**src/hdl/i2a_pkg.sv**
```systemverilog
// ---------------------------------------------------------------------------
// i2a_pkg
// Shared types, constants and helpers for the integer to ASCII digit
// converter.
// ---------------------------------------------------------------------------
package i2a_pkg;

    localparam int VALUE_BITS_DEF = 64;
    localparam int ITEM_BITS      = 64;
    localparam int DIGITS         = 20;
    localparam int QUEUE_DEPTH    = 2;
    localparam int CFG_W          = 6;
    localparam int COUNT_W        = 5;

    localparam logic [CFG_W-1:0]   MAX_CHARS_RESET = 6'd32;
    localparam logic [COUNT_W-1:0] LIMIT_MAX       = 5'd21;

    localparam logic [6:0] CHAR_ZERO   = 7'h30;
    localparam logic [6:0] CHAR_ALPHA  = 7'h61;
    localparam logic [6:0] CHAR_MINUS  = 7'h2D;
    localparam logic [3:0] DEC_BASE    = 4'd10;

    localparam logic [1:0] MODE_SDEC = 2'd0;
    localparam logic [1:0] MODE_UDEC = 2'd1;

    typedef struct packed {
        logic [ITEM_BITS-1:0] value;
        logic [1:0]           mode;
    } t_in_item;

    typedef struct packed {
        logic [6:0]         char_code;
        logic               last;
        logic [COUNT_W-1:0] char_count;
    } t_out_item;

    typedef struct packed {
        logic neg;
        logic hex;
    } t_job_flags;

    typedef struct packed {
        logic full;
        logic empty;
    } t_q_status;

    typedef enum logic [2:0] {
        B_IDLE,
        B_CONV,
        B_COUNT,
        B_SIGN,
        B_EMIT
    } t_back_state;

    function automatic logic [6:0] ascii_of(input logic [3:0] d);
        logic [6:0] r;
        if (d < DEC_BASE) begin
            r = CHAR_ZERO + 7'(d);
        end else begin
            r = CHAR_ALPHA + 7'(d - DEC_BASE);
        end
        return r;
    endfunction

endpackage

```
**src/hdl/i2a_fifo.sv**
```systemverilog
// ---------------------------------------------------------------------------
// i2a_fifo
// Short register queue between the front and back parts.
// ---------------------------------------------------------------------------
module i2a_fifo #(
    parameter int WIDTH = 66,
    parameter int DEPTH = i2a_pkg::QUEUE_DEPTH
) (
    input  logic               i_clk,
    input  logic               i_rst_n,
    input  logic               i_push,
    input  logic [WIDTH-1:0]   i_data,
    input  logic               i_pop,
    output logic [WIDTH-1:0]   o_data,
    output i2a_pkg::t_q_status o_status
);

    localparam int PTR_W = (DEPTH > 1) ? $clog2(DEPTH) : 1;
    localparam int CNT_W = $clog2(DEPTH + 1);

    logic [WIDTH-1:0] r_mem [DEPTH];
    logic [PTR_W-1:0] r_wr_ptr, n_wr_ptr;
    logic [PTR_W-1:0] r_rd_ptr, n_rd_ptr;
    logic [CNT_W-1:0] r_count,  n_count;
    logic             w_wr, w_rd;

    assign o_status.full  = (r_count == CNT_W'(DEPTH));
    assign o_status.empty = (r_count == '0);
    assign o_data         = r_mem[r_rd_ptr];

    assign w_wr = i_push && !o_status.full;
    assign w_rd = i_pop && !o_status.empty;

    always_comb begin
        n_wr_ptr = r_wr_ptr;
        n_rd_ptr = r_rd_ptr;
        n_count  = r_count;
        if (w_wr) begin
            n_wr_ptr = (r_wr_ptr == PTR_W'(DEPTH - 1)) ? '0 : r_wr_ptr + 1'b1;
        end
        if (w_rd) begin
            n_rd_ptr = (r_rd_ptr == PTR_W'(DEPTH - 1)) ? '0 : r_rd_ptr + 1'b1;
        end
        if (w_wr && !w_rd) begin
            n_count = r_count + 1'b1;
        end else if (w_rd && !w_wr) begin
            n_count = r_count - 1'b1;
        end
    end

    always_ff @(posedge i_clk) begin
        if (!i_rst_n) begin
            r_wr_ptr <= '0;
            r_rd_ptr <= '0;
            r_count  <= '0;
        end else begin
            r_wr_ptr <= n_wr_ptr;
            r_rd_ptr <= n_rd_ptr;
            r_count  <= n_count;
        end
    end

    always_ff @(posedge i_clk) begin
        if (w_wr) begin
            r_mem[r_wr_ptr] <= i_data;
        end
    end

endmodule

```
**src/hdl/i2a_front.sv**
```systemverilog
// ---------------------------------------------------------------------------
// i2a_front
// Accepts commands, masks the value, picks the radix and forms the
// unsigned magnitude of negative signed values.
// ---------------------------------------------------------------------------
module i2a_front #(
    parameter int VALUE_BITS = i2a_pkg::VALUE_BITS_DEF
) (
    input  logic                  i_start,
    input  i2a_pkg::t_in_item     i_item,
    input  i2a_pkg::t_q_status    i_q_status,
    output logic                  o_busy,
    output logic                  o_push,
    output i2a_pkg::t_job_flags   o_flags,
    output logic [VALUE_BITS-1:0] o_mag
);

    logic [VALUE_BITS-1:0] w_v;
    logic                  w_signed;

    assign w_v      = i_item.value[VALUE_BITS-1:0];
    assign w_signed = (i_item.mode == i2a_pkg::MODE_SDEC);

    assign o_flags.neg = w_signed && w_v[VALUE_BITS-1];
    assign o_flags.hex = (i_item.mode != i2a_pkg::MODE_SDEC)
                      && (i_item.mode != i2a_pkg::MODE_UDEC);
    assign o_mag       = o_flags.neg ? (~w_v + 1'b1) : w_v;

    assign o_busy = i_q_status.full;
    assign o_push = i_start && !i_q_status.full;

endmodule

```
**src/hdl/i2a_back.sv**
```systemverilog
// ---------------------------------------------------------------------------
// i2a_back
// Converts one queued magnitude to digits (shift-add-3 for decimal, nibble
// load for hex), sizes the string and emits one character per cycle.
// ---------------------------------------------------------------------------
module i2a_back #(
    parameter int VALUE_BITS = i2a_pkg::VALUE_BITS_DEF
) (
    input  logic                        i_clk,
    input  logic                        i_rst_n,
    input  logic [i2a_pkg::CFG_W-1:0]   i_max_chars,
    input  i2a_pkg::t_q_status          i_q_status,
    input  i2a_pkg::t_job_flags         i_flags,
    input  logic [VALUE_BITS-1:0]       i_mag,
    output logic                        o_pop,
    output logic                        o_res_valid,
    output i2a_pkg::t_out_item          o_res
);

    localparam int DIG_W = i2a_pkg::DIGITS * 4;
    localparam int BIT_W = $clog2(VALUE_BITS);
    localparam int CW    = i2a_pkg::COUNT_W;

    i2a_pkg::t_back_state r_state, n_state;

    logic [VALUE_BITS-1:0] r_shift, n_shift;
    logic [DIG_W-1:0]      r_bcd,   n_bcd;
    logic [BIT_W-1:0]      r_bitcnt, n_bitcnt;
    logic                  r_neg,   n_neg;
    logic                  r_hex,   n_hex;
    logic [CW-1:0]         r_k,     n_k;
    logic [CW-1:0]         r_total, n_total;
    logic                  r_res_valid, n_res_valid;
    i2a_pkg::t_out_item    r_res,   n_res;

    logic [DIG_W-1:0]      w_adj;
    logic [CW-1:0]         w_ndig, w_lim, w_cnt, w_idx;
    logic                  w_sign;
    logic [3:0]            w_digit;

    always_comb begin
        for (int i = 0; i < i2a_pkg::DIGITS; i++) begin
            w_adj[4*i +: 4] = (r_bcd[4*i +: 4] >= 4'd5) ? r_bcd[4*i +: 4] + 4'd3
                                                          : r_bcd[4*i +: 4];
        end
    end

    always_comb begin
        w_ndig = CW'(1);
        for (int i = 0; i < i2a_pkg::DIGITS; i++) begin
            if (r_bcd[4*i +: 4] != 4'd0) begin
                w_ndig = CW'(i + 1);
            end
        end
    end

    always_comb begin
        if (i_max_chars == '0) begin
            w_lim = CW'(1);
        end else if (i_max_chars > {1'b0, i2a_pkg::LIMIT_MAX}) begin
            w_lim = i2a_pkg::LIMIT_MAX;
        end else begin
            w_lim = i_max_chars[CW-1:0];
        end
    end

    assign w_cnt   = (w_ndig < w_lim) ? w_ndig : w_lim;
    assign w_sign  = r_neg && (({1'b0, w_cnt} + 6'd1) < i_max_chars);
    assign w_idx   = r_k - 1'b1;
    assign w_digit = r_bcd[{w_idx, 2'b00} +: 4];

    always_comb begin
        n_state = r_state;
        unique case (r_state)
            i2a_pkg::B_IDLE: begin
                if (!i_q_status.empty) begin
                    n_state = i_flags.hex ? i2a_pkg::B_COUNT : i2a_pkg::B_CONV;
                end
            end
            i2a_pkg::B_CONV: begin
                if (r_bitcnt == BIT_W'(VALUE_BITS - 1)) begin
                    n_state = i2a_pkg::B_COUNT;
                end
            end
            i2a_pkg::B_COUNT: begin
                n_state = w_sign ? i2a_pkg::B_SIGN : i2a_pkg::B_EMIT;
            end
            i2a_pkg::B_SIGN: begin
                n_state = i2a_pkg::B_EMIT;
            end
            i2a_pkg::B_EMIT: begin
                if (r_k == CW'(1)) begin
                    n_state = i2a_pkg::B_IDLE;
                end
            end
            default: begin
                n_state = i2a_pkg::B_IDLE;
            end
        endcase
    end

    always_comb begin
        o_pop       = 1'b0;
        n_shift     = r_shift;
        n_bcd       = r_bcd;
        n_bitcnt    = r_bitcnt;
        n_neg       = r_neg;
        n_hex       = r_hex;
        n_k         = r_k;
        n_total     = r_total;
        n_res_valid = 1'b0;
        n_res       = r_res;
        unique case (r_state)
            i2a_pkg::B_IDLE: begin
                if (!i_q_status.empty) begin
                    o_pop    = 1'b1;
                    n_neg    = i_flags.neg;
                    n_hex    = i_flags.hex;
                    n_shift  = i_mag;
                    n_bitcnt = '0;
                    n_bcd    = i_flags.hex ? DIG_W'(i_mag) : '0;
                end
            end
            i2a_pkg::B_CONV: begin
                n_bcd    = {w_adj[DIG_W-2:0], r_shift[VALUE_BITS-1]};
                n_shift  = {r_shift[VALUE_BITS-2:0], 1'b0};
                n_bitcnt = r_bitcnt + 1'b1;
            end
            i2a_pkg::B_COUNT: begin
                n_k     = w_cnt;
                n_total = w_cnt + CW'(w_sign);
            end
            i2a_pkg::B_SIGN: begin
                n_res_valid      = 1'b1;
                n_res.char_code  = i2a_pkg::CHAR_MINUS;
                n_res.last       = 1'b0;
                n_res.char_count = '0;
            end
            i2a_pkg::B_EMIT: begin
                n_res_valid      = 1'b1;
                n_res.char_code  = i2a_pkg::ascii_of(w_digit);
                n_res.last       = (r_k == CW'(1));
                n_res.char_count = (r_k == CW'(1)) ? r_total : '0;
                n_k              = r_k - 1'b1;
            end
            default: begin
                n_res_valid = 1'b0;
            end
        endcase
    end

    always_ff @(posedge i_clk) begin
        if (!i_rst_n) begin
            r_state     <= i2a_pkg::B_IDLE;
            r_res_valid <= 1'b0;
            r_neg       <= 1'b0;
            r_hex       <= 1'b0;
            r_k         <= '0;
            r_total     <= '0;
            r_bitcnt    <= '0;
        end else begin
            r_state     <= n_state;
            r_res_valid <= n_res_valid;
            r_neg       <= n_neg;
            r_hex       <= n_hex;
            r_k         <= n_k;
            r_total     <= n_total;
            r_bitcnt    <= n_bitcnt;
        end
    end

    always_ff @(posedge i_clk) begin
        r_shift <= n_shift;
        r_bcd   <= n_bcd;
        r_res   <= n_res;
    end

    assign o_res_valid = r_res_valid;
    assign o_res       = r_res;

endmodule

```
**src/hdl/integer_to_ascii_digits_top.sv**
```systemverilog
// ---------------------------------------------------------------------------
// integer_to_ascii_digits_top
// Formats a value as signed decimal, unsigned decimal or lowercase hex and
// streams the ASCII characters out most significant first.
// ---------------------------------------------------------------------------
// A command is taken when i_start is high and o_busy is low; a two-entry
// queue lets up to two commands wait while one is converted. Each character
// appears for one cycle with o_res_valid and must be taken then; the final
// one carries last and the character count. Per command the back part
// fetches the job, runs the shift-add-3 passes for decimal (none for hex),
// sizes the string, then emits one character per cycle, up to 21 in all.
module integer_to_ascii_digits_top #(
    parameter int VALUE_BITS = i2a_pkg::VALUE_BITS_DEF
) (
    input  logic                      i_clk,
    input  logic                      i_rst_n,
    input  logic                      i_start,
    output logic                      o_busy,
    input  i2a_pkg::t_in_item         i_item,
    input  logic                      i_cfg_valid,
    output logic                      o_cfg_ready,
    input  logic [i2a_pkg::CFG_W-1:0] i_cfg_data,
    output logic                      o_res_valid,
    output i2a_pkg::t_out_item        o_res
);

    localparam int JOB_W = VALUE_BITS + 2;

    logic [i2a_pkg::CFG_W-1:0] r_max_chars;
    logic                      w_push, w_pop;
    i2a_pkg::t_job_flags       w_in_flags, w_q_flags;
    logic [VALUE_BITS-1:0]     w_in_mag, w_q_mag;
    i2a_pkg::t_q_status        w_q_status;

    assign o_cfg_ready = 1'b1;

    always_ff @(posedge i_clk) begin
        if (!i_rst_n) begin
            r_max_chars <= i2a_pkg::MAX_CHARS_RESET;
        end else if (i_cfg_valid && o_cfg_ready) begin
            r_max_chars <= i_cfg_data;
        end
    end

    i2a_front #(
        .VALUE_BITS (VALUE_BITS)
    ) u_front (
        .i_start    (i_start),
        .i_item     (i_item),
        .i_q_status (w_q_status),
        .o_busy     (o_busy),
        .o_push     (w_push),
        .o_flags    (w_in_flags),
        .o_mag      (w_in_mag)
    );

    i2a_fifo #(
        .WIDTH (JOB_W),
        .DEPTH (i2a_pkg::QUEUE_DEPTH)
    ) u_fifo (
        .i_clk    (i_clk),
        .i_rst_n  (i_rst_n),
        .i_push   (w_push),
        .i_data   ({w_in_flags, w_in_mag}),
        .i_pop    (w_pop),
        .o_data   ({w_q_flags, w_q_mag}),
        .o_status (w_q_status)
    );

    i2a_back #(
        .VALUE_BITS (VALUE_BITS)
    ) u_back (
        .i_clk       (i_clk),
        .i_rst_n     (i_rst_n),
        .i_max_chars (r_max_chars),
        .i_q_status  (w_q_status),
        .i_flags     (w_q_flags),
        .i_mag       (w_q_mag),
        .o_pop       (w_pop),
        .o_res_valid (o_res_valid),
        .o_res       (o_res)
    );

endmodule
```
**config.mk**
```make
export PLATFORM = sky130hd
export DESIGN_NAME = integer_to_ascii_digits_top
export DESIGN_NICKNAME = d
export VERILOG_FILES = /design/src/hdl/i2a_pkg.sv /design/src/hdl/i2a_fifo.sv /design/src/hdl/i2a_front.sv /design/src/hdl/i2a_back.sv /design/src/hdl/integer_to_ascii_digits_top.sv
export SDC_FILE = /design/constraint.sdc
export NUM_CORES = 1
export LEC_CHECK = 0
export ABC_AREA = 1
export BUFFER_PORTS_ARGS = -buffer_cell sky130_fd_sc_hd__buf_4
export CAP_MARGIN = 20
export CORE_UTILIZATION = 33
export CTS_BUF_LIST = sky130_fd_sc_hd__clkbuf_8
export CTS_CLUSTER_SIZE = 25
export DETAILED_ROUTE_END_ITERATION = 12
export HOLD_SLACK_MARGIN = 0.03
export REMOVE_ABC_BUFFERS = 1
export SLEW_MARGIN = 10
export SYNTH_ARGS = -nofsm -noshare
export SYNTH_HDL_FRONTEND = slang
export SYNTH_SLANG_ARGS = --single-unit
```
**constraint.sdc**
```tcl
create_clock -name i_clk -period 5.1 [get_ports i_clk]
set_input_delay 0.255 -clock i_clk [delete_from_list [all_inputs] [get_ports i_clk]]
set_output_delay 0.255 -clock i_clk [all_outputs]
set_load 0.005 [all_outputs]
```
==> impl_metrics.prom <==
# TYPE chip_impl_metric gauge
chip_impl_metric{name="asr_flop_ratio_synth",unit="%"} 0
chip_impl_metric{name="floorplan.rows",unit=""} 83
chip_impl_metric{name="syn_to_final_growth",unit="%"} 19.93
chip_impl_info{name="dominantRegCellSynth",value="sky130_fd_sc_hd__edfxtp_1"} 1
chip_impl_metric{name="worst_path_largest_cell_delay",unit="ns"} 0.45
chip_impl_info{name="worstSetupPathType",value="flip-flop to flip-flop"} 1
chip_impl_metric{name="cp.depth",unit=""} 32
chip_impl_metric{name="antenna_found_initial",unit=""} 0
chip_impl_metric{name="synthCells",unit=""} 1808
chip_impl_metric{name="finalClockSkew",unit="ns"} 0.02133
chip_impl_metric{name="route.final.wire_length",unit="mm"} 42.43
chip_impl_metric{name="cellLeakagePower",unit="nW"} 8.181
chip_impl_metric{name="crit_path_max_fanout",unit=""} 6
chip_impl_metric{name="yosys_warnings",unit=""} 0
chip_impl_metric{name="max_cap_violations",unit=""} 0
chip_impl_info{name="cts_root_buf",value="sky130_fd_sc_hd__clkbuf_8"} 1
chip_impl_metric{name="global_routing_met2_resource_utilization",unit="%"} 26.53
chip_impl_metric{name="detail_route.vias_per_cell",unit=""} 4.919
chip_impl_metric{name="cts_htree_levels",unit=""} 2
chip_impl_metric{name="final_hold_vio_count",unit=""} 0
chip_impl_metric{name="final.setup.tns",unit="ns"} 0
chip_impl_info{name="synthDominantAreaCellType",value="sky130_fd_sc_hd__edfxtp_1"} 1
chip_impl_info{name="global_route.peak_usage_layer",value="met2"} 1
chip_impl_metric{name="grt_util_met3",unit="%"} 2.731
chip_impl_metric{name="max_ir_drop_vdd",unit="uV"} 340.7
chip_impl_info{name="r2r-end",value="u_back.r_total[2]"} 1
chip_impl_info{name="crit-reg2reg-launch",value="u_back.r_bcd[12]"} 1
chip_impl_metric{name="synth_largest_type_area_fraction",unit="%"} 49.94
chip_impl_metric{name="worst-path-buf-inv",unit=""} 5
chip_impl_metric{name="drive_gt1_share",unit="%"} 16.00
chip_impl_metric{name="finalNetCount",unit=""} 2136
chip_impl_metric{name="detailed_place.area",unit="mm^2"} 0.01885
chip_impl_metric{name="postLayoutCellArea",unit="mm^2"} 0.02084
chip_impl_metric{name="cts-buffers-inserted",unit=""} 55
chip_impl_metric{name="post_synth.cell_area_avg",unit="um^2"} 9.612
chip_impl_info{name="tritoncts",value="built"} 1
chip_impl_metric{name="setup_viol",unit=""} 0
chip_impl_metric{name="globalplace.congestion",unit=""} 0.8838
chip_impl_metric{name="met1_track_usage_gr",unit="%"} 20.96
chip_impl_metric{name="max_freq",unit="MHz"} 212.3
chip_impl_metric{name="detail-route-antenna-nets",unit=""} 0
chip_impl_metric{name="grt_max_degree",unit=""} 68
chip_impl_metric{name="clock-sinks",unit=""} 321
chip_impl_metric{name="cp_data_required_time",unit="ns"} 5.63
chip_impl_metric{name="rr_worst_depth",unit=""} 32
chip_impl_metric{name="detailedPlacementHpwl",unit="mm"} 29.16
chip_impl_info{name="setup.worst_path.end_class",value="flip-flop"} 1
chip_impl_metric{name="route.detailed.drc",unit=""} 0
chip_impl_metric{name="clkSlewWorstSetupHoldPaths",unit="ns"} 0.06
chip_impl_metric{name="ff2ff_setup_slack",unit="ns"} 0.39
chip_impl_metric{name="cp.arrival",unit="ns"} 5.24
chip_impl_metric{name="drt_iter0_drc",unit=""} 1033
chip_impl_metric{name="power.density_cell_area",unit="mW/mm^2"} 618.5
chip_impl_metric{name="track_usage",unit="%"} 15.90
chip_impl_info{name="synth_top_cells_by_area",value="sky130_fd_sc_hd__edfxtp_1, sky130_fd_sc_hd__nand2_1, sky130_fd_sc_hd__o21ai_0, sky130_fd_sc_hd__ha_1, sky130_fd_sc_hd__inv_1"} 1
chip_impl_metric{name="initial_util",unit="%"} 33.60
chip_impl_metric{name="syn-cell-area",unit="mm^2"} 0.01738
chip_impl_info{name="timing.critical_path.from",value="u_back.r_bcd[12]"} 1
chip_impl_metric{name="worstMarginPinSlew",unit="ns"} 1.068
chip_impl_info{name="timing.critical_path.max_delay_family",value="compound AO/OA/AOI/OAI gates"} 1
chip_impl_metric{name="finalWorstPathRequiredPeriod",unit="ns"} 4.711
chip_impl_metric{name="clock_path_buffers",unit=""} 3
chip_impl_metric{name="worst_skew_pair.late_latency",unit="ns"} 0.64
chip_impl_metric{name="grt_pass1_vias",unit=""} 13580
chip_impl_metric{name="design.portCount",unit=""} 92
chip_impl_metric{name="worst_slew_margin_rel",unit="%"} 28.25
chip_impl_info{name="critPathSlowestCell",value="sky130_fd_sc_hd__edfxtp_1"} 1
chip_impl_metric{name="fillers",unit=""} 5080
chip_impl_metric{name="port_buffer_count",unit=""} 90
chip_impl_metric{name="fin_crit_sh",unit="%"} 92.37
chip_impl_metric{name="die_span_x",unit="um"} 231.5
chip_impl_metric{name="die_height",unit="um"} 231.5
chip_impl_metric{name="routed-via-count",unit=""} 13380
chip_impl_metric{name="coreArea",unit="mm^2"} 0.05172
chip_impl_info{name="hold_path.class",value="input pin to flip-flop"} 1
chip_impl_metric{name="wl_per_cell",unit="um"} 15.60
chip_impl_metric{name="synth_edf_count",unit=""} 289
chip_impl_metric{name="grt_pass1_wl",unit="mm"} 68.67
chip_impl_metric{name="overflow",unit=""} 0
chip_impl_info{name="start_kind",value="flip-flop"} 1
chip_impl_metric{name="synth.ff_latch_count",unit=""} 321
chip_impl_metric{name="drt-pass1-iter-count",unit=""} 5
chip_impl_info{name="cp_common_cell",value="sky130_fd_sc_hd__nand2_1"} 1
chip_impl_metric{name="slew_violations",unit=""} 0
chip_impl_info{name="result_of_the_run",value="finished clean"} 1
chip_impl_info{name="crit_path_end",value="u_back.r_total[2]"} 1
chip_impl_metric{name="fp.dieArea",unit="mm^2"} 0.05358
chip_impl_metric{name="yosysSeqAreaShare",unit="%"} 53.63
chip_impl_metric{name="synth.distinct_cells",unit=""} 54
## worst reg2reg max path, delay by kind of cell (launching register included)
family                     cells  cell delay [ns]
xor gates and xnor gates       1             0.16
and+or+nand+nor               10             0.90
DFF                            1             0.45
AOI/OAI and AO/OA             10             1.40
adders and majority gates      6             1.30
buffers and inverters          5             0.42
## logic make-up (layout without fill, tap and decap cells)
| group | Yosys count | after routing | synth area share, % |
|---|---|---|---|
| AOI/OAI and AO/OA | 383 | 383 | 12.08 |
| xor gates and xnor gates | 86 | 86 | 4.334 |
| adders and majority gates | 65 | 65 | 4.680 |
| buffers and inverters | 261 | 491 | 5.666 |
| DFF | 321 | 321 | 53.63 |
| muxes | 66 | 66 | 4.262 |
| other | 2 | 4 | 0.04322 |
| and+or+nand+nor | 624 | 624 | 15.31 |
## metal layers
layer	part of all wire [%]	up-vias	wire (um)
li1	-	6632	-
met1	46	6372	19470
met2	47	299	20030
met3	4.8	76	2023
met4	2.1	0	906
met5	0	-	0
## synth_stat cells, types with 4 or more instances
library cell                 n
sky130_fd_sc_hd__nor4_1     17
sky130_fd_sc_hd__or2_2       7
sky130_fd_sc_hd__nand4_1     9
sky130_fd_sc_hd__a211oi_1    6
sky130_fd_sc_hd__xnor2_1    29
sky130_fd_sc_hd__nand2_1   381
sky130_fd_sc_hd__nor3_2      4
sky130_fd_sc_hd__and2_1      5
sky130_fd_sc_hd__ha_1       65
sky130_fd_sc_hd__o22ai_1    17
sky130_fd_sc_hd__nand3_1    53
sky130_fd_sc_hd__nor2_2      5
sky130_fd_sc_hd__inv_1     192
sky130_fd_sc_hd__o311ai_0    7
sky130_fd_sc_hd__edfxtp_1  289
sky130_fd_sc_hd__buf_1       8
sky130_fd_sc_hd__nor3_1     16
sky130_fd_sc_hd__a31oi_1    12
sky130_fd_sc_hd__o32ai_1     5
sky130_fd_sc_hd__o31ai_1     8
sky130_fd_sc_hd__nor2_1    113
sky130_fd_sc_hd__inv_2       6
sky130_fd_sc_hd__o21ai_0   192
sky130_fd_sc_hd__nand3_2     5
sky130_fd_sc_hd__clkbuf_1   52
sky130_fd_sc_hd__o21ai_1     4
sky130_fd_sc_hd__mux2_2     64
sky130_fd_sc_hd__dfxtp_1    32
sky130_fd_sc_hd__xor2_1     57
sky130_fd_sc_hd__a21oi_1   113
## area by class of cell
type	instances	area [um^2]	share of cell area [%]
clock inverters	41	250.2	1.201
well taps	680	850.8	4.082
multi-input cells	1226	7191	34.50
diodes	2	5.005	0.02401
repair buffers	192	1664	7.985
clock buffers	59	812.0	3.896
inverters	199	748.2	3.590
flip-flops and latches	321	9320	44.72
## what timing repair did
item,CTS,global route
setup endpoints to repair,0,5
hold buffers,68,0
endpoints found under the hold margin,118,0
setup buffers,0,16
resized for setup,0,25
## placed cells by master (no fill, tap or decap), drive strengths merged, types with 64 or more instances in the layout
cell type    instances
dlygate4sd3         68
edfxtp             289
o21ai              199
a21oi              113
ha                  65
nand2              381
inv                214
nor2               120
buf                124
mux2                64
## per-stage QoR
step	hold WS, ns	instances	setup WS [ns]	utilization [%]	power, mW
after floorplan	0.3526	1746	-1.525	-	8.568
after detailed placement	0.4461	2532	0.1263	36.46	10.41
after CTS	0.03104	2700	0.1051	39.83	12.79
after global routing	0.04402	2718	-0.04079	40.29	13.95
after global placement	0.4280	2532	0.2406	36.46	10.22
final	0.05914	2720	0.3893	40.30	12.89
## where the power goes
group,internal (mW),switching [mW],total (mW)
Combinational,1.92,3.88,5.80
Clock,1.22,1.06,2.27
Sequential,4.29,0.525,4.82
## state kept, by name, summed over array words and instances (netlist names), 5 cells and up, named ones only
name             cells
u_back.r_bitcnt      6
u_back.r_shift      64
u_back.r_k           5
u_back.o_res        13
r_max_chars          6
u_fifo.r_mem       132
u_back.r_bcd        80
u_back.r_total       5
## worst min-delay path by stage
stage | start | cells after the start | slack [ns] | end
detailed placement | u_fifo.r_rd_ptr | 1 | 0.45 | flip-flop
global placement | u_fifo.r_rd_ptr | 1 | 0.43 | flip-flop
global route | i_item[13] | 2 | 0.04 | u_fifo.r_mem[0][11]
CTS | i_item[23] | 3 | 0.03 | u_fifo.r_mem[1][21]
finish | i_item[13] | 2 | 0.06 | u_fifo.r_mem[1][11]
floorplan | i_rst_n | 2 | 0.35 | u_back.r_state[2]
No activity file was read; power rests on OpenSTA's default activity.
